## config.mk

```make
export PLATFORM = sky130hd
export DESIGN_NAME = thread_ready_queue_core
export DESIGN_NICKNAME = d
export VERILOG_FILES = /design/src/rtl/trq_pkg.sv /design/src/rtl/trq_front.sv /design/src/rtl/trq_back.sv /design/src/rtl/thread_ready_queue_core.sv
export SDC_FILE = /design/constraint.sdc
export NUM_CORES = 1
export LEC_CHECK = 0
export ABC_AREA = 0
export BUFFER_PORTS_ARGS = -buffer_cell sky130_fd_sc_hd__buf_4
export CAP_MARGIN = 10
export CORE_MARGIN = 2
export CORE_UTILIZATION = 67
export DETAILED_ROUTE_END_ITERATION = 6
export PLACE_DENSITY = 0.84
export RECOVER_POWER = 100
export SKIP_CTS_REPAIR_TIMING = 1
export SLEW_MARGIN = 30
export SYNTH_ARGS = -nofsm -noshare
export SYNTH_HDL_FRONTEND = slang
export SYNTH_SLANG_ARGS = --single-unit
export TNS_END_PERCENT = 100
```

## constraint.sdc

```tcl
create_clock -name i_clk -period 10.65 [get_ports i_clk]
set_clock_uncertainty 0.15 [all_clocks]
set_input_delay 2.6625 -clock i_clk [delete_from_list [all_inputs] [get_ports i_clk]]
set_output_delay 2.6625 -clock i_clk [all_outputs]
set_load 0.005 [all_outputs]
```

## src/rtl/trq_pkg.sv

```systemverilog
// Types and codes shared by the ready queue modules.
package trq_pkg;

    localparam logic [2:0] FN_ENQ   = 3'd0;
    localparam logic [2:0] FN_DEQ   = 3'd1;
    localparam logic [2:0] FN_DEL   = 3'd2;
    localparam logic [2:0] FN_FIND  = 3'd3;
    localparam logic [2:0] FN_SEL   = 3'd4;

    localparam logic [1:0] ST_OK    = 2'd0;
    localparam logic [1:0] ST_EMPTY = 2'd1;
    localparam logic [1:0] ST_FULL  = 2'd2;

    typedef struct packed {
        logic [2:0] func;
        logic [7:0] thread_id;
        logic [7:0] priority_req;
        logic [7:0] waits_for;
        logic [7:0] awaited_id;
    } t_in_beat;

    typedef struct packed {
        logic [7:0] found_id;
        logic [7:0] found_priority;
        logic [1:0] status;
        logic [5:0] occupancy;
    } t_out_beat;

    typedef enum logic [2:0] {
        OP_ENQ,
        OP_DEQ,
        OP_DEL,
        OP_FIND,
        OP_SEL,
        OP_NOP
    } t_op;

    typedef struct packed {
        t_op        op;
        logic [7:0] thread_id;
        logic [7:0] priority_req;
        logic [7:0] waits_for;
        logic [7:0] awaited_id;
    } t_cmd;

    typedef enum logic [2:0] {
        S_IDLE,
        S_DISPATCH,
        S_SCAN,
        S_SHIFT,
        S_RESP
    } t_state;

endpackage

```

## src/rtl/trq_front.sv

```systemverilog
// Front end: accepts input beats, decodes them and buffers them in a short queue.
module trq_front import trq_pkg::*; #(
    parameter int ID_BITS = 8
) (
    input  logic     i_clk,
    input  logic     i_rst_n,
    input  logic     i_in_valid,
    input  t_in_beat i_in_data,
    output logic     o_in_stall,
    output logic     o_cmd_valid,
    output t_cmd     o_cmd,
    input  logic     i_cmd_pop
);

    localparam int         MB    = (ID_BITS < 8) ? ID_BITS : 8;
    localparam logic [8:0] MASK9 = (9'd1 << MB) - 9'd1;

    t_cmd       r_q [2];
    logic       r_wp, r_rp;
    logic [1:0] r_cnt;
    t_cmd       w_cmd;
    logic       w_push, w_pop;

    // Decode the function code and keep ids in their low bits
    always_comb begin
        w_cmd.thread_id    = i_in_data.thread_id & MASK9[7:0];
        w_cmd.priority_req = i_in_data.priority_req;
        w_cmd.waits_for    = i_in_data.waits_for & MASK9[7:0];
        w_cmd.awaited_id   = i_in_data.awaited_id & MASK9[7:0];
        case (i_in_data.func)
            FN_ENQ:  w_cmd.op = OP_ENQ;
            FN_DEQ:  w_cmd.op = OP_DEQ;
            FN_DEL:  w_cmd.op = OP_DEL;
            FN_FIND: w_cmd.op = OP_FIND;
            FN_SEL:  w_cmd.op = OP_SEL;
            default: w_cmd.op = OP_NOP;
        endcase
    end

    assign o_in_stall  = (r_cnt == 2'd2);
    assign w_push      = i_in_valid && !o_in_stall;
    assign w_pop       = i_cmd_pop && (r_cnt != 2'd0);
    assign o_cmd_valid = (r_cnt != 2'd0);
    assign o_cmd       = r_q[r_rp];

    // Advance the queue pointers
    always_ff @(posedge i_clk) begin
        if (!i_rst_n) begin
            r_wp  <= 1'b0;
            r_rp  <= 1'b0;
            r_cnt <= 2'd0;
        end else begin
            if (w_push) r_wp <= ~r_wp;
            if (w_pop)  r_rp <= ~r_rp;
            r_cnt <= r_cnt + {1'b0, w_push} - {1'b0, w_pop};
        end
    end

    // Hold the buffered commands
    always_ff @(posedge i_clk) begin
        if (w_push) r_q[r_wp] <= w_cmd;
    end

endmodule

```

## src/rtl/trq_back.sv

```systemverilog
// Back end: entry store, scan and compaction sequencer, and the result register.
module trq_back import trq_pkg::*; #(
    parameter int QUEUE_DEPTH = 32,
    parameter int ID_BITS     = 8
) (
    input  logic       i_clk,
    input  logic       i_rst_n,
    input  logic       i_cmd_valid,
    input  t_cmd       i_cmd,
    output logic       o_cmd_pop,
    input  logic       i_cfg_we,
    input  logic [7:0] i_cfg_wdata,
    output logic       o_out_valid,
    output t_out_beat  o_out_data,
    input  logic       i_out_stall
);

    localparam int AW = (QUEUE_DEPTH > 1) ? $clog2(QUEUE_DEPTH) : 1;
    localparam int CW = $clog2(QUEUE_DEPTH + 1);
    localparam int XW = (ID_BITS > 8) ? ID_BITS : 8;
    localparam int OW = (CW > 6) ? CW : 6;
    localparam int MW = 2 * ID_BITS + 8;

    logic [MW-1:0]      mem [QUEUE_DEPTH];

    t_state             r_state, n_state;
    t_cmd               r_cmd, n_cmd;
    logic [CW-1:0]      r_count, n_count;
    logic [CW-1:0]      r_addr, n_addr;
    logic               r_rd_vld, n_rd_vld;
    logic [CW-1:0]      r_rd_idx, n_rd_idx;
    logic [MW-1:0]      r_rd_data;
    logic               r_hit, n_hit;
    logic [CW-1:0]      r_pos, n_pos;
    logic [ID_BITS-1:0] r_best_id, n_best_id;
    logic [7:0]         r_best_prio, n_best_prio;
    logic [1:0]         r_res_status, n_res_status;
    logic               r_out_vld, n_out_vld;
    t_out_beat          r_out, n_out;
    logic [7:0]         r_ceiling;

    logic               w_issue;
    logic [AW-1:0]      w_raddr;
    logic               w_we;
    logic [AW-1:0]      w_waddr;
    logic [MW-1:0]      w_wdata;
    logic [CW-1:0]      w_dec;
    logic               w_match;

    logic [XW-1:0]      x_tid, x_waits, x_awaited, x_best;
    logic [OW-1:0]      x_occ;
    logic [ID_BITS-1:0] c_tid, c_waits, c_awaited;
    logic [ID_BITS-1:0] d_id, d_wait;
    logic [7:0]         d_prio;

    // Widen or trim ids to the stored width
    assign x_tid     = XW'(r_cmd.thread_id);
    assign x_waits   = XW'(r_cmd.waits_for);
    assign x_awaited = XW'(r_cmd.awaited_id);
    assign c_tid     = x_tid[ID_BITS-1:0];
    assign c_waits   = x_waits[ID_BITS-1:0];
    assign c_awaited = x_awaited[ID_BITS-1:0];
    assign x_best    = XW'(r_best_id);
    assign x_occ     = OW'(r_count);

    assign d_id   = r_rd_data[MW-1 -: ID_BITS];
    assign d_prio = r_rd_data[ID_BITS +: 8];
    assign d_wait = r_rd_data[ID_BITS-1:0];
    assign w_dec  = r_rd_idx - CW'(1);

    // Match rule of the current scan
    always_comb begin
        case (r_cmd.op)
            OP_DEQ:  w_match = !r_hit;
            OP_DEL:  w_match = !r_hit && (d_id == c_tid);
            OP_FIND: w_match = !r_hit && (d_wait == c_awaited);
            OP_SEL:  w_match = (d_prio <= r_ceiling) && (!r_hit || d_prio < r_best_prio);
            default: w_match = 1'b0;
        endcase
    end

    // Sequencer: next state, memory port control and result
    always_comb begin
        n_state      = r_state;
        n_cmd        = r_cmd;
        n_count      = r_count;
        n_addr       = r_addr;
        n_hit        = r_hit;
        n_pos        = r_pos;
        n_best_id    = r_best_id;
        n_best_prio  = r_best_prio;
        n_res_status = r_res_status;
        n_out        = r_out;
        n_out_vld    = r_out_vld && i_out_stall;
        o_cmd_pop    = 1'b0;
        w_issue      = 1'b0;
        w_raddr      = r_addr[AW-1:0];
        w_we         = 1'b0;
        w_waddr      = w_dec[AW-1:0];
        w_wdata      = r_rd_data;
        case (r_state)
            S_IDLE: begin
                if (i_cmd_valid) begin
                    o_cmd_pop = 1'b1;
                    n_cmd     = i_cmd;
                    n_state   = S_DISPATCH;
                end
            end
            S_DISPATCH: begin
                n_hit        = 1'b0;
                n_pos        = '0;
                n_addr       = '0;
                n_best_id    = '0;
                n_best_prio  = '0;
                n_res_status = ST_EMPTY;
                n_state      = S_RESP;
                case (r_cmd.op)
                    OP_ENQ: begin
                        if (r_count == CW'(QUEUE_DEPTH)) begin
                            n_res_status = ST_FULL;
                        end else begin
                            w_we         = 1'b1;
                            w_waddr      = r_count[AW-1:0];
                            w_wdata      = {c_tid, r_cmd.priority_req, c_waits};
                            n_count      = r_count + CW'(1);
                            n_res_status = ST_OK;
                        end
                    end
                    OP_DEQ, OP_DEL, OP_FIND, OP_SEL: begin
                        if (r_count != '0) n_state = S_SCAN;
                    end
                    default: begin
                        n_state = S_RESP;
                    end
                endcase
            end
            S_SCAN: begin
                if (r_addr < r_count) begin
                    w_issue = 1'b1;
                    n_addr  = r_addr + CW'(1);
                end
                if (r_rd_vld && w_match) begin
                    n_hit       = 1'b1;
                    n_pos       = r_rd_idx;
                    n_best_id   = d_id;
                    n_best_prio = d_prio;
                end
                if (r_addr >= r_count && !r_rd_vld) begin
                    n_state = S_RESP;
                    if (r_hit) begin
                        n_res_status = ST_OK;
                        if (r_cmd.op == OP_DEQ || r_cmd.op == OP_DEL) begin
                            n_addr  = r_pos + CW'(1);
                            n_state = S_SHIFT;
                        end
                    end
                end
            end
            S_SHIFT: begin
                if (r_addr < r_count) begin
                    w_issue = 1'b1;
                    n_addr  = r_addr + CW'(1);
                end
                if (r_rd_vld) w_we = 1'b1;
                if (r_addr >= r_count && !r_rd_vld) begin
                    n_count = r_count - CW'(1);
                    n_state = S_RESP;
                end
            end
            S_RESP: begin
                if (!r_out_vld || !i_out_stall) begin
                    n_out.found_id       = x_best[7:0];
                    n_out.found_priority = r_best_prio;
                    n_out.status         = r_res_status;
                    n_out.occupancy      = x_occ[5:0];
                    n_out_vld            = 1'b1;
                    n_state              = S_IDLE;
                end
            end
            default: begin
                n_state = S_IDLE;
            end
        endcase
    end

    assign n_rd_vld = w_issue;
    assign n_rd_idx = r_addr;

    // Control registers
    always_ff @(posedge i_clk) begin
        if (!i_rst_n) begin
            r_state   <= S_IDLE;
            r_count   <= '0;
            r_rd_vld  <= 1'b0;
            r_out_vld <= 1'b0;
            r_ceiling <= 8'hFF;
        end else begin
            r_state   <= n_state;
            r_count   <= n_count;
            r_rd_vld  <= n_rd_vld;
            r_out_vld <= n_out_vld;
            if (i_cfg_we) r_ceiling <= i_cfg_wdata;
        end
    end

    // Payload registers
    always_ff @(posedge i_clk) begin
        r_cmd        <= n_cmd;
        r_addr       <= n_addr;
        r_rd_idx     <= n_rd_idx;
        r_hit        <= n_hit;
        r_pos        <= n_pos;
        r_best_id    <= n_best_id;
        r_best_prio  <= n_best_prio;
        r_res_status <= n_res_status;
        r_out        <= n_out;
    end

    // Entry store: one write port, one registered read port
    always_ff @(posedge i_clk) begin
        if (w_we) mem[w_waddr] <= w_wdata;
        if (w_issue) r_rd_data <= mem[w_raddr];
    end

    assign o_out_valid = r_out_vld;
    assign o_out_data  = r_out;

endmodule

```

## src/rtl/thread_ready_queue_core.sv

```systemverilog
// Top level of the thread ready queue.
//
// Input channel: i_in_valid / o_in_stall carry one operation beat (enqueue,
// dequeue, delete, find waiter, select highest). Output channel: o_out_valid /
// i_out_stall carry exactly one result beat per operation, in order.
// i_cfg_we / i_cfg_wdata write the priority ceiling; write it only when idle.
// A two-beat command queue sits between the front decoder and the back
// sequencer, so input beats are taken while a result waits on the output.
// Operations run one at a time. Enqueue and unused codes go from dispatch
// straight to the result; dequeue, delete, find and select scan every held
// entry through the single read port of the store, and dequeue and delete
// with a hit then move the later entries up one place.
// Reset (synchronous, active low) empties the queue, restores a ceiling of
// 255 and drops any pending result; entry contents are not cleared.
// While the receiver stalls, the result beat holds and the sequencer waits,
// and the input stalls once the command queue is full.
module thread_ready_queue_core import trq_pkg::*; #(
    parameter int QUEUE_DEPTH = 32,
    parameter int ID_BITS     = 8
) (
    input  logic      i_clk,
    input  logic      i_rst_n,
    input  logic      i_in_valid,
    input  t_in_beat  i_in_data,
    output logic      o_in_stall,
    output logic      o_out_valid,
    output t_out_beat o_out_data,
    input  logic      i_out_stall,
    input  logic      i_cfg_we,
    input  logic [7:0] i_cfg_wdata
);

    logic cmd_valid, cmd_pop;
    t_cmd cmd;

    // Decode and buffer incoming beats
    trq_front #(.ID_BITS(ID_BITS)) u_front (
        .i_clk       (i_clk),
        .i_rst_n     (i_rst_n),
        .i_in_valid  (i_in_valid),
        .i_in_data   (i_in_data),
        .o_in_stall  (o_in_stall),
        .o_cmd_valid (cmd_valid),
        .o_cmd       (cmd),
        .i_cmd_pop   (cmd_pop)
    );

    // Carry out operations on the entry store
    trq_back #(.QUEUE_DEPTH(QUEUE_DEPTH), .ID_BITS(ID_BITS)) u_back (
        .i_clk       (i_clk),
        .i_rst_n     (i_rst_n),
        .i_cmd_valid (cmd_valid),
        .i_cmd       (cmd),
        .o_cmd_pop   (cmd_pop),
        .i_cfg_we    (i_cfg_we),
        .i_cfg_wdata (i_cfg_wdata),
        .o_out_valid (o_out_valid),
        .o_out_data  (o_out_data),
        .i_out_stall (i_out_stall)
    );

endmodule

```

* Word-level counts from Yosys, hierarchy flattened *
Memory sizes are Yosys's and may differ from the RTL's. A register that Yosys moved wholly into a read port is not among the register bits.
Cells that the tools add are included.
Widths: inputs -> output; s select.

storage, ports and cells
  register bits = 84
  memory bits (writable) = 838
  output and inout port bits = 26
  logic and storage cells = 143
  memories = 2

cells by class
  add/sub/neg operators = 7
  $lt $le $gt $ge = 4
  eq/ne operators = 24
  mux-type cells = 53
  bitwise gates (word level) = 2
  reduce and logical (&&, ||, !) cells = 32

memory list
  name         words  bits a word  rd ports  clocked after Yosys merged registers in  write ports  line             text
  u_back.mem   32     24           1         1                                        1            trq_back.sv:24   logic [MW-1:0] mem [QUEUE_DEPTH];
  u_front.r_q  2      35           1         1                                        1            trq_front.sv:18  t_cmd r_q [2];

operators by type and width
  cell                 count
  $mux 24              3
  $mux 6               8
  $pmux 8 s2           2
  $pmux 3 s5           2
  $mux 3               8
  $pmux 6 s2           2
  $add 6x1->6 const B  3
  $eq 3x2->1 const B   6
  $pmux 6 s3           1
  $eq 8x8->1           2
  $mux 8               2
  $mux 5               3
  $mux 1               14
  $ne 2x1->1 const B   5
  $eq 3x1->1 const B   3
  $eq 3x3->1 const B   3
  $logic_not 3->1      3
  $le 8x8->1           1
  $logic_and 1x1->1    8
  $lt 8x8->1           1
  $mux 2               4
  $reduce_and 4->1     2
  $eq 6x6->1 const B   1
  $ge 6x6->1           1
  other kinds (20)     34

* Depth between registers and ports, before layout *
Gate-level depths: netlist (run 1).

  depth in word-level cells = 7
  gate-level depth with buffers = 12
  mapped depth without buffers = 11

* Modules after synthesis *
From an unflattened synthesis (run 1), not the netlist that was laid out.

unflattened totals
  cell total of the unflattened synthesis = 2012
  area total of the unflattened synthesis = 38700.9 µm²

modules (own cells, without submodules)
  module     instances  cells an instance  area an instance (µm²)  sequential area each (µm²)
  trq_back   1          1873               35766.8                 26985.9
  trq_front  1          139                2934.1                  2202.1

* Least setup slack after synthesis (run 1) *
Ideal clock, no wire load.

  path kind = register to register
  start = reg u_back.r_state[0]
  end = reg u_front.r_cnt[1]
  library setup time = 0.115 ns
  data arrival time = 5.360 ns
  setup slack = 5.025 ns
  stages on the path, launching flop included = 9
  cell sequence = dfxtp_1 clkbuf_1 nor4_1 ha_1 inv_1 ha_1 xnor2_1 xnor2_1 and2_1

between the ends
  cells in the longest elaborated chain, start to end = 4

ends and longest elaborated chain
  item                    line                           text
  start, declared         trq_back.sv:26                 t_state r_state, n_state;
  start signal, assigned  trq_back.sv:198                r_state <= n_state;
  $logic_not 3->1         trq_back.sv:101                case (r_state)
  $mux 1                  trq_back.sv:101
  named net cmd_pop       thread_ready_queue_core.sv:33  logic cmd_valid, cmd_pop;
  $logic_and 1x1->1       trq_front.sv:42                assign w_pop = i_cmd_pop && (r_cnt != 2'd0);
  $sub 2x1->2             trq_front.sv:55                r_cnt <= r_cnt + {1'b0, w_push} - {1'b0, w_pop};
  end signal, assigned    trq_front.sv:55
  end, declared           trq_front.sv:20                logic [1:0] r_cnt;

The timed path passes the listed nets, and every way through them passes these cells.
A chain may end at the register's enable or synchronous reset.

* Worst setup path in the final report (run 1) *
  start = reg u_back.r_addr[1], in the netlist u_back.n_rd_idx[1]
  end = reg u_back.r_rd_data[8], read port of u_back.mem (data pin)

between the ends
  cells in the longest elaborated chain, start to end = 3

ends and longest elaborated chain
  item                    line                              text
  start, declared         trq_back.sv:29                    logic [CW-1:0] r_addr, n_addr;
  start signal, assigned  trq_back.sv:209                   r_addr <= n_addr;
  $lt 6x6->1              trq_back.sv:138, trq_back.sv:160
  $mux 1                  trq_back.sv:138, trq_back.sv:160
  $mux 1                  --
  end, declared           trq_back.sv:32                    logic [MW-1:0] r_rd_data;

Several ways; a longest one is shown, not always the timed one.

==> implementation parameters, run 1 <==
Parameter                              Value

Clock tree
  CTS buffer count    91
  Maximum level of the CTS H-tree    3
  Buffer depth of the longest clock path    3
  TritonCTS clock tree    yes
  Clk_lat worst skew    670 ps
  Clk sink count    roughly 1,000
  Root Buffer Master    clkbuf_16
  Clock slew at the register clock pins of the worst setup and hold paths    60 ps

Status
  Violations in the final reports    max-capacitance violations, max-slew violations
  Run status    complete, but fails checks

Routing
  Per-cell via count in the routed design    6.93
  Per-cell routed wire length    30.8 µm
  Antenna violation net count after detailed routing    0
  Initial DRT Pass Iterations    6
  Total detailed-routing wirelength    between 90 and 100 mm
  DRC    0
  Vias    20,400
  Initial drt markers    2,454

STA
  Worst-Margin Slew    3680 ps
  Time the final worst path needs with I/O delays and setup    roughly 7000 ps
  Final setup violation count    0
  Setup repair after global routing missed its margin    no
  Maximum achievable frequency    about 140 MHz
  Hold Vio Cnt, Final    0
  Setup TNS    0 ps
  Worst rel slew slack    -145%
  Share of the clock period used by the worst path after layout    65.4%
  Max-slew violation count    1,104

Critical path
  Stage delay of the slowest cell on the critical path    2630 ps
  CP Capture Type    flop
  Most common cell type on the critical path    clkbuf_1
  Ordered cell list for the critical path    clkbuf_1 -> clkbuf_1 -> mux4_2 -> nor2b_1 -> o311ai_0 -> o31ai_1
  Kind of cell with the highest combined delay on the critical path    buffers and inverters
  Kind of critical path    reg2reg
  Startpoint class of the critical path    flop
  Cell with the biggest individual delay on the critical path    clkbuf_1
  Critical Path Fanout Max    52
  WP data required    roughly 11,000 ps
  Critical path origin    u_back.n_rd_idx[1]
  FF-to-FF Start    u_back.n_rd_idx[1]
  Worst Path Arrival    7080 ps
  Combined buffer and inverter count along the critical path    2

Floorplan
  Width of the die    roughly 240 µm
  Die outline area    0.0594 mm²
  Area of the placeable core    around 0.057 mm²
  I/O pins    74
  Effective utilization at floorplan    68.0%
  Chip Height    around 240 µm
  Rows    87

Min path
  Tightest Hold Check Type    reg2reg
  Worst hold path startpoint    u_back.r_best_id[6]

Job
  Max-cap check violation count    39

Logic synthesis
  Count of flip-flops with a built-in enable after synthesis    952
  Proportion of synthesized chip area in sequential cells    75.8%
  Async set-or-reset flop fraction in the synthesized netlist    0%
  Post-synthesis sequential element count    slightly below 1,000
  Avg Inst Size Synth    between 15 and 20 µm²
  Number of nets produced by synthesis    2,084
  Synth warn    0
  Primary FF master, synth    edfxtp_1
  Number of different library cells in the post-synthesis netlist    57
  Synthesized cell area    0.0385 mm²
  Synthesized instance count    2,005

Layout
  Antenna diode count    0
  Highest-count cells in the layout ignoring fill and taps    edfxtp_1, mux2i_1, mux4_2, clkbuf_16, clkbuf_1
  Leading cell type in the layout, fill and taps excluded    edfxtp_1
  Area overhead of the layout relative to synthesis    11.3%
  Layout Nets    2,199
  Layout cells sized above 1    18.1%
  Design area    0.0428 mm²

Power
  Cell area power density    222 mW/mm²
  Cell leakage power    13.9 nW
  Worst VDD drop    0.147 mV

Global route
  Global router's overall resource usage    31.2%
  Maximum number of pins on one net before global-route repair    117
  Vias in the first global route    21,000
  Wire length of the first global-routing pass    around 130 mm
  GRT Residual Overflow    0
  Number of antenna violations at the first check in global routing    0

Placement
  RePlAce Congestion    0.863
  Placed cell areas    0.0401 mm²
  Port Buf Inserts    73
  HPWL after detailed placement    48.2 mm
==> cell usage after synthesis (3+ instances only) <==
master	n	area, µm²
nand3_1	11	55.1
o211ai_1	9	67.6
buf_1	10	37.5
buf_2	29	145
a21boi_0	25	188
edfxtp_1	952	28600
nand2_1	47	176
o21ai_0	37	185
mux2_4	3	45.0
xnor2_1	18	158
dfxtp_1	29	581
nor2_1	52	195
nor3_1	9	45.0
inv_1	37	139
and2_1	26	163
xor2_1	17	149
a21o_1	8	60.1
and3_1	6	37.5
nor3b_1	3	22.5
mux2_2	87	980
nand4_1	4	25.0
mux2_1	13	146
nand2b_1	4	25.0
o31ai_1	27	203
ha_1	30	375
mux2i_1	132	1320
o22ai_1	36	225
mux4_2	120	2700
clkbuf_1	59	221
o311ai_0	7	61.3
o221ai_1	60	526
a21oi_1	40	200
nor2b_1	27	169
==> logic make-up after synthesis <==
family | synth area share [%]
xor gates and xnor gates | 0.796
buffers and inverters | 1.51
muxes | 13.5
adders and majority gates | 1.03
DFF | 75.8
AOI/OAI and AO/OA | 4.92
and+or+nand+nor | 2.50
==> final timing paths <==
path                                 to  slack [ps]  depth (start not counted)
hold / removal    u_back.o_out_data[22]         280                          0
setup / recovery    u_back.r_rd_data[8]        3680                          6
setup reg to reg    u_back.r_rd_data[8]        3680                          6
hold reg to reg   u_back.o_out_data[22]         280                          0
==> flip-flops by register name, indices dropped and copies added (netlist names), 2 cells and up <==
| signal | flops |
|---|---|
| u_back.c_awaited | 8 |
| u_back.c_tid | 8 |
| u_back.c_waits | 8 |
| u_back.mem | 768 |
| u_back.n_rd_idx | 6 |
| u_back.o_out_data | 24 |
| u_back.r_best_id | 8 |
| u_back.r_best_prio | 8 |
| u_back.r_ceiling | 8 |
| u_back.r_cmd | 11 |
| u_back.r_count | 6 |
| u_back.r_pos | 6 |
| u_back.r_rd_data | 24 |
| u_back.r_rd_idx | 6 |
| u_back.r_res_status | 2 |
| u_back.r_state | 3 |
| u_front.r_cnt | 2 |
| u_front.r_q | 70 |
==> worst register-to-register path, delay by kind of cell (launching register included) <==
family          cells  cell delay [ps]
buf+inv             2             4370
compound gates      2             1040
mux                 1              530
flops               1              320
simple gates        1              170
==> final cells by class <==
type | count | area (µm²)
Clock buffer | 109 | 2440
Clock inverter | 59 | 648
Fill cell | 2887 | 13800
Inverter | 37 | 139
Multi-Input combinational cell | 885 | 8800
Sequential cell | 981 | 29200
Tap cell | 756 | 946
Timing Repair Buffer | 124 | 697
==> metal layers <==
layer  up-vias  track usage (%)  wire length, µm
met5         -                0                0
met4         0             14.6             3950
met3       286             6.73            10100
met2      1515             50.0            44500
met1     10300             41.5            32400
li1       8361                -                -
==> through the flow <==
| stage | utilization (%) | power, mW | std cells | setup slack [ps] | hold slack [ps] |
|---|---|---|---|---|---|
| after floorplan | - | 5.68 | 2005 | 5020 | 221 |
| after global placement | 70.8 | 6.09 | 2782 | 6390 | 255 |
| after detailed placement | 70.9 | 6.16 | 2783 | 6530 | 259 |
| after CTS | 76.3 | 9.51 | 2951 | 6360 | 278 |
| after global routing | 75.7 | 9.76 | 2951 | 3520 | 296 |
| final | 75.7 | 9.50 | 2951 | 3680 | 278 |
==> report_power, final <==
group / total, mW / internal, mW / switching (mW)
clock: 3.36 / 1.95 / 1.40
sequential: 4.60 / 4.50 / 0.106
combinational: 1.54 / 0.598 / 0.939
Note: power is estimated with default switching activity, not from simulation.
==> run 2, diff against run 1 <==
--- a/config.mk
+++ b/config.mk
@@ -9,9 +9,9 @@
 export BUFFER_PORTS_ARGS = -buffer_cell sky130_fd_sc_hd__buf_4
 export CAP_MARGIN = 10
 export CORE_MARGIN = 2
-export CORE_UTILIZATION = 67
+export CORE_UTILIZATION = 62
 export DETAILED_ROUTE_END_ITERATION = 6
-export PLACE_DENSITY = 0.84
+export PLACE_DENSITY = 0.79
 export RECOVER_POWER = 100
 export SKIP_CTS_REPAIR_TIMING = 1
 export SLEW_MARGIN = 30
==> constraint.sdc (replaced) <==
create_clock -name i_clk -period 6.9 [get_ports i_clk]
set_clock_uncertainty 0.15 [all_clocks]
set_input_delay 1.725 -clock i_clk [delete_from_list [all_inputs] [get_ports i_clk]]
set_output_delay 1.725 -clock i_clk [all_outputs]
set_load 0.005 [all_outputs]
==> implementation parameters, run 2 (synthesis results as in run 1) <==
Parameter                              Value

Status
  Run status    complete, but fails checks
  Violations in the final reports    max-capacitance violations, max-slew violations

Routing
  Length of routed met3 wiring    between 10 and 15 mm
  Initial drt markers    2,910
  DR WL met2    about 42 mm
  DRC    0
  Antenna violation net count after detailed routing    0
  Total routed wire length on the met1 layer    34.6 mm
  Top Layer Used    met4
  Per-cell via count in the routed design    6.65
  Total detailed-routing wirelength    91.4 mm
  Initial DRT Pass Iterations    6
  Per-cell routed wire length    30.1 µm
  Vias    20,200

Layout
  Area overhead of the layout relative to synthesis    11.5%
  Largest register by flop count    u_back.mem
  Antenna diode count    0
  Highest-count cells in the layout ignoring fill and taps    edfxtp_1, mux2i_1, mux4_2, clkbuf_16, clkbuf_1
  Max reg flops    768
  Final std cells w/o fill    3,040
  Largest registers    u_back.mem (768), u_front.r_q (70)
  Layout cells sized above 1    18.6%
  Leading cell type in the layout, fill and taps excluded    edfxtp_1
  Layout Nets    2,207
  Design area    between 0.04 and 0.05 mm²

Critical path
  FF-to-FF End    u_back.mem[24][4]
  WP data required    approximately 7000 ps
  Startpoint class of the critical path    flop
  Critical Path Fanout Max    34
  Worst-case register-to-register setup slack    1660 ps
  Worst Path Arrival    about 5300 ps
  R2r worst-path depth    6
  Kind of critical path    reg2reg
  FF-to-FF Start    u_back.r_state[0]
  CP Capture Type    flop

STA
  Max-slew violation count    1,014
  Hold Vio Cnt, Final    0
  Maximum achievable frequency    191 MHz
  Setup TNS    0 ps
  Worst-Margin Slew    3510 ps
  Setup slack after layout    ~1700 ps
  Worst rel slew slack    -134%
  Final setup violation count    0
  Share of the clock period used by the worst path after layout    between 70% and 80%
  Setup repair after global routing missed its margin    no
  Time the final worst path needs with I/O delays and setup    5240 ps

Global route
  Vias in the first global route    20,100
  Global router's overall resource usage    roughly 29%
  GRT Residual Overflow    0
  Number of antenna violations at the first check in global routing    3
  Wire length of the first global-routing pass    135 mm
  Maximum number of pins on one net before global-route repair    around 120

Power
  Cell area power density    338 mW/mm²
  Cell leakage power    around 14 nW
  Worst VDD drop    0.268 mV

Placement
  Placed cell areas    0.0403 mm²
  Port Buf Inserts    73
  Total instance count after detailed placement    2,868
  HPWL after detailed placement    54.2 mm
  RePlAce Congestion    0.879
  Place WS    2930 ps

Clock tree
  Clk sink count    981
  Root Buffer Master    clkbuf_16
  CTS buffer count    95
  TritonCTS clock tree    yes
  Buffer depth of the longest clock path    3
  Clk_lat worst skew    between 600 and 700 ps
  Clock slew at the register clock pins of the worst setup and hold paths    60 ps
  Maximum level of the CTS H-tree    3

Floorplan
  Chip Height    253 µm
  Width of the die    around 250 µm
  Effective utilization at floorplan    between 60% and 70%
  Area of the placeable core    0.0616 mm²
  I/O pins    74
  Die outline area    0.0641 mm²
  Rows    91

Min path
  Worst Hold Depth    0
  Terminating pin of the worst hold path    u_back.o_out_data[22]
  Worst hold path startpoint    u_back.r_best_id[6]
  Tightest Hold Check Type    reg2reg

Job
  Max-cap check violation count    33
## run 2: changes by cell type in the layout (fill, tap and decap cells not counted), sizes merged
cell,change
clkinvlp,-2
clkinv,+7
bufinv,-8
inv,-1
buf,+12
## run 2: critical path, cell delays in order, from the launching register on
cell	delay (ps)
dfxtp_1	560
nor3b_1	480
o311a_1	1320
inv_1	260
o32a_1	640
nor2_2	200
clkbuf_1	1190
## run 2: stage by stage
| step | utilization [%] | total power, mW | hold WS, ps |
|---|---|---|---|
| after global routing | 69.7 | 14.9 | 273 |
| after floorplan | - | 8.77 | 221 |
| after detailed placement | 65.4 | 9.63 | 258 |
| after global placement | 65.3 | 9.57 | 256 |
| after CTS | 70.2 | 14.6 | 270 |
| final | 69.7 | 14.5 | 266 |
## run 2: routing by layer
metal  track usage (%)  up-vias
met5                 0        -
met4              12.0        0
li1                  -     8367
met1              42.1    10300
met3              5.64      214
met2              44.8     1329
## run 2: worst max-delay path by stage
| stage | from | to | slack [ps] | depth (start not counted) |
|---|---|---|---|---|
| 6_report | u_back.r_state[0] | u_back.mem[24][4] | 1660 | 6 |
| 5_1_grt | u_back.r_state[0] | u_back.mem[18][3] | 1380 | 7 |
| 4_1_cts | u_back.r_state[0] | u_back.mem[12][14] | 2900 | 5 |
| 3_5_place_dp | u_back.r_state[0] | u_back.mem[12][7] | 2930 | 5 |
| 3_3_place_gp | u_back.r_state[0] | u_back.mem[12][7] | 2710 | 5 |
| 2_1_floorplan | u_back.r_state[0] | u_front.r_cnt[1] | 1270 | 8 |
## run 2: report_power, final
part           leakage, nW  total [mW]  internal [mW]  switching (mW)
Combinational         3.62        2.43          0.900            1.53
Sequential            8.85        7.11           6.94           0.167
Clock                 1.44        4.96           2.78            2.18
## run 2: layout make-up
class                           instances  area (µm²)
Inverter                               37         139
Tap cell                              837        1050
Timing Repair Buffer                  128         781
Fill cell                            3751       18700
Multi-Input combinational cell        885        8860
Clock inverter                         55         427
Sequential cell                       981       29200
Clock buffer                          117        2510
==> run 3, diff against run 2 <==
--- a/config.mk
+++ b/config.mk
@@ -5,13 +5,13 @@
 export SDC_FILE = /design/constraint.sdc
 export NUM_CORES = 1
 export LEC_CHECK = 0
-export ABC_AREA = 0
+export ABC_AREA = 1
 export BUFFER_PORTS_ARGS = -buffer_cell sky130_fd_sc_hd__buf_4
 export CAP_MARGIN = 10
 export CORE_MARGIN = 2
-export CORE_UTILIZATION = 62
+export CORE_UTILIZATION = 56
 export DETAILED_ROUTE_END_ITERATION = 6
-export PLACE_DENSITY = 0.79
+export PLACE_DENSITY = 0.75
 export RECOVER_POWER = 100
 export SKIP_CTS_REPAIR_TIMING = 1
 export SLEW_MARGIN = 30
==> constraint.sdc (replaced) <==
create_clock -name i_clk -period 4.6 [get_ports i_clk]
set_clock_uncertainty 0.15 [all_clocks]
set_input_delay 1.15 -clock i_clk [delete_from_list [all_inputs] [get_ports i_clk]]
set_output_delay 1.15 -clock i_clk [all_outputs]
set_load 0.005 [all_outputs]
==> implementation parameters, run 3 <==
Parameter                              Value

Placement
  Total instance count after detailed placement    4,040
  Placed cell areas    approximately 0.041 mm²
  HPWL after detailed placement    55.2 mm
  Place WS    1360 ps
  RePlAce Congestion    0.885
  Port Buf Inserts    between 70 and 80

Power
  Power share of the combinational group    30.3%
  Power, Total    27.2 mW
  Cell area power density    619 mW/mm²
  Switching pwr    9.57 mW
  Cell leakage power    15.6 nW
  Relative contribution of sequential cells to total power    roughly two fifths
  Fraction of power spent switching nets    a little over a third
  Clock share of power    27.8%
  Internal power summed over all cells    17.6 mW
  Worst VDD drop    0.705 mV

Global route
  Global router's overall resource usage    around a quarter
  Vias in the first global route    24,800
  Wire length of the first global-routing pass    145 mm
  GRT Residual Overflow    0
  Maximum number of pins on one net before global-route repair    181
  Number of antenna violations at the first check in global routing    0

Routing
  Length of routed met3 wiring    9.54 mm
  Vias    about 25,000
  Total routed wire length on the met1 layer    36.4 mm
  Antenna violation net count after detailed routing    0
  Top Layer Used    met4
  DRC    0
  Per-cell routed wire length    around 23 µm
  DR WL met2    46.2 mm
  Per-cell via count in the routed design    roughly 6
  Initial drt markers    between 3,000 and 4,000
  Total detailed-routing wirelength    96.7 mm
  Initial DRT Pass Iterations    6

Logic synthesis
  Post-synthesis sequential element count    981
  Number of different library cells in the post-synthesis netlist    39
  Proportion of synthesized chip area in sequential cells    74.0%
  Synthesized instance count    3,122
  Avg Inst Size Synth    roughly 13 µm²
  Largest area contributor in the netlist    edfxtp_1
  Most repeated cell in the gate-level netlist after synthesis    edfxtp_1
  Largest cells by area after synthesis    edfxtp_1, nand2_1, o21ai_0, a21oi_1, nor2_1
  Async set-or-reset flop fraction in the synthesized netlist    0%
  Number of nets produced by synthesis    3,201
  Ranking of synthesized cells by instance count    edfxtp_1, nand2_1, nor2_1, o21ai_0, a21oi_1
  Synth warn    0
  Area share of the largest cell type after synthesis    72.5%
  Multiplexer area fraction after synthesis    between 1 and 1.5%
  Post-Synth Adder-Cell Area    1.00%
  Basic-gate share of the synthesized area counting and, or, nand and nor cells    11.6%
  Dominant combinational cell family by area after synthesis    simple AND/OR/NAND/NOR gates
  Synth Area in XOR/XNOR    0.489%
  Synthesized cell area    ~0.039 mm²
  Primary FF master, synth    edfxtp_1
  Compound-Gate Fraction of Synth Area    about 8.4%
  Count of flip-flops with a built-in enable after synthesis    952

Layout
  Area overhead of the layout relative to synthesis    11.4%
  Antenna diode count    0
  Layout Nets    3,275
  Design area    approximately 0.044 mm²
  Largest registers    u_back.mem (768), u_front.r_q (70)
  Final std cells w/o fill    4,211
  Leading cell type in the layout, fill and taps excluded    edfxtp_1
  Highest-count cells in the layout ignoring fill and taps    edfxtp_1, nand2_1, o21ai_0, nor2_1, a21oi_1
  Share of the core filled with cells    between 60% and 70%
  Max reg flops    approximately 770
  Layout cells sized above 1    8.93%
  Largest register by flop count    u_back.mem

Critical path
  Startpoint class of the critical path    flop
  WP data required    ~4700 ps
  Combined buffer and inverter count along the critical path    3
  Kind of cell with the highest combined delay on the critical path    simple AND/OR/NAND/NOR gates
  Cell with the biggest individual delay on the critical path    clkbuf_2
  Ordered cell list for the critical path    inv_1 -> nand4_1 -> nand2_1 -> nand2_1 -> o21ai_2 -> inv_1 -> nand3_1 -> nor2_2 -> clkbuf_2
  Critical Path Fanout Max    24
  CP Capture Type    flop
  Stage delay of the slowest cell on the critical path    780 ps
  Worst Path Arrival    3870 ps
  Kind of critical path    reg2reg
  Worst-case register-to-register setup slack    830 ps

STA
  Time the final worst path needs with I/O delays and setup    3770 ps
  Hold Vio Cnt, Final    0
  Setup slack after layout    834 ps
  Share of the clock period used by the worst path after layout    81.9%
  Max-slew violation count    261
  Worst-Margin Slew    between 2000 and 2500 ps
  Final setup violation count    0
  Worst rel slew slack    -43.8%
  Maximum achievable frequency    266 MHz
  Setup TNS    0 ps
  Setup repair after global routing missed its margin    no
  Post-Route Hold Slack    266 ps

Status
  Violations in the final reports    max-capacitance violations, max-slew violations
  Run status    complete, but fails checks

Clock tree
  TritonCTS clock tree    yes
  Root Buffer Master    clkbuf_16
  Clk sink count    981
  Buffer depth of the longest clock path    3
  Maximum level of the CTS H-tree    3
  CTS buffer count    94
  Clk_lat worst skew    650 ps
  Clock slew at the register clock pins of the worst setup and hold paths    60 ps

Floorplan
  Rows    between 90 and 100
  Chip Height    about 270 µm
  Effective utilization at floorplan    56.4%
  Width of the die    269 µm
  I/O pins    74
  Area of the placeable core    0.0699 mm²
  Die outline area    a little over 0.07 mm²

Min path
  Tightest Hold Check Type    reg2reg

Job
  Max-cap check violation count    7
[run 3: final timing paths]
kind,from,end,cells past startpoint
max,u_back.r_count[4],u_back.mem[24][2],9
min,u_back.r_best_id[4],u_back.o_out_data[20],0
min reg2reg,u_back.r_best_id[4],u_back.o_out_data[20],0
max reg2reg,u_back.r_count[4],u_back.mem[24][2],9
[run 3: power by group through the flow]
stage | combinational, mW | sequential, mW | clock (mW)
final | 8.23 | 11.4 | 7.56
after CTS | 8.27 | 11.4 | 7.60
after detailed placement | 8.22 | 11.5 | 0
after global routing | 9.00 | 11.4 | 7.94
after global placement | 7.92 | 11.5 | 0
after floorplan | 5.63 | 11.4 | 0
[run 3: cell type report]
| type | instances | area, µm² |
|---|---|---|
| clock inverters | 53 | 509 |
| well taps | 940 | 1180 |
| repair buffers | 144 | 981 |
| inverters | 127 | 488 |
| fillers | 5103 | 26000 |
| flip-flops and latches | 981 | 29200 |
| clock buffers | 118 | 2510 |
| multi-input cells | 1848 | 9070 |
[run 3: logic make-up (layout without fill, tap and decap cells)]
| kind of cell | count (synthesis) | after routing |
|---|---|---|
| AOI/OAI and AO/OA | 598 | 598 |
| xor gates and xnor gates | 22 | 22 |
| adders and majority gates | 31 | 31 |
| buffers and inverters | 293 | 442 |
| DFF | 981 | 981 |
| muxes | 52 | 52 |
| and+or+nand+nor | 1145 | 1145 |
[run 3: per-layer routing]
layer / GRT usage (%) / vias to the layer above
li1: - / 11300
met4: 12.4 / 0
met5: 0 / -
met1: 34.4 / 12300
met2: 42.8 / 1521
met3: 5.22 / 277
[run 3: worst register-to-register path, cell delays in order (launching register included)]
cell	delay, ps
dfxtp_1	580
inv_1	150
nand4_1	180
nand2_1	470
nand2_1	250
o21ai_2	100
inv_1	110
nand3_1	380
nor2_2	210
clkbuf_2	780
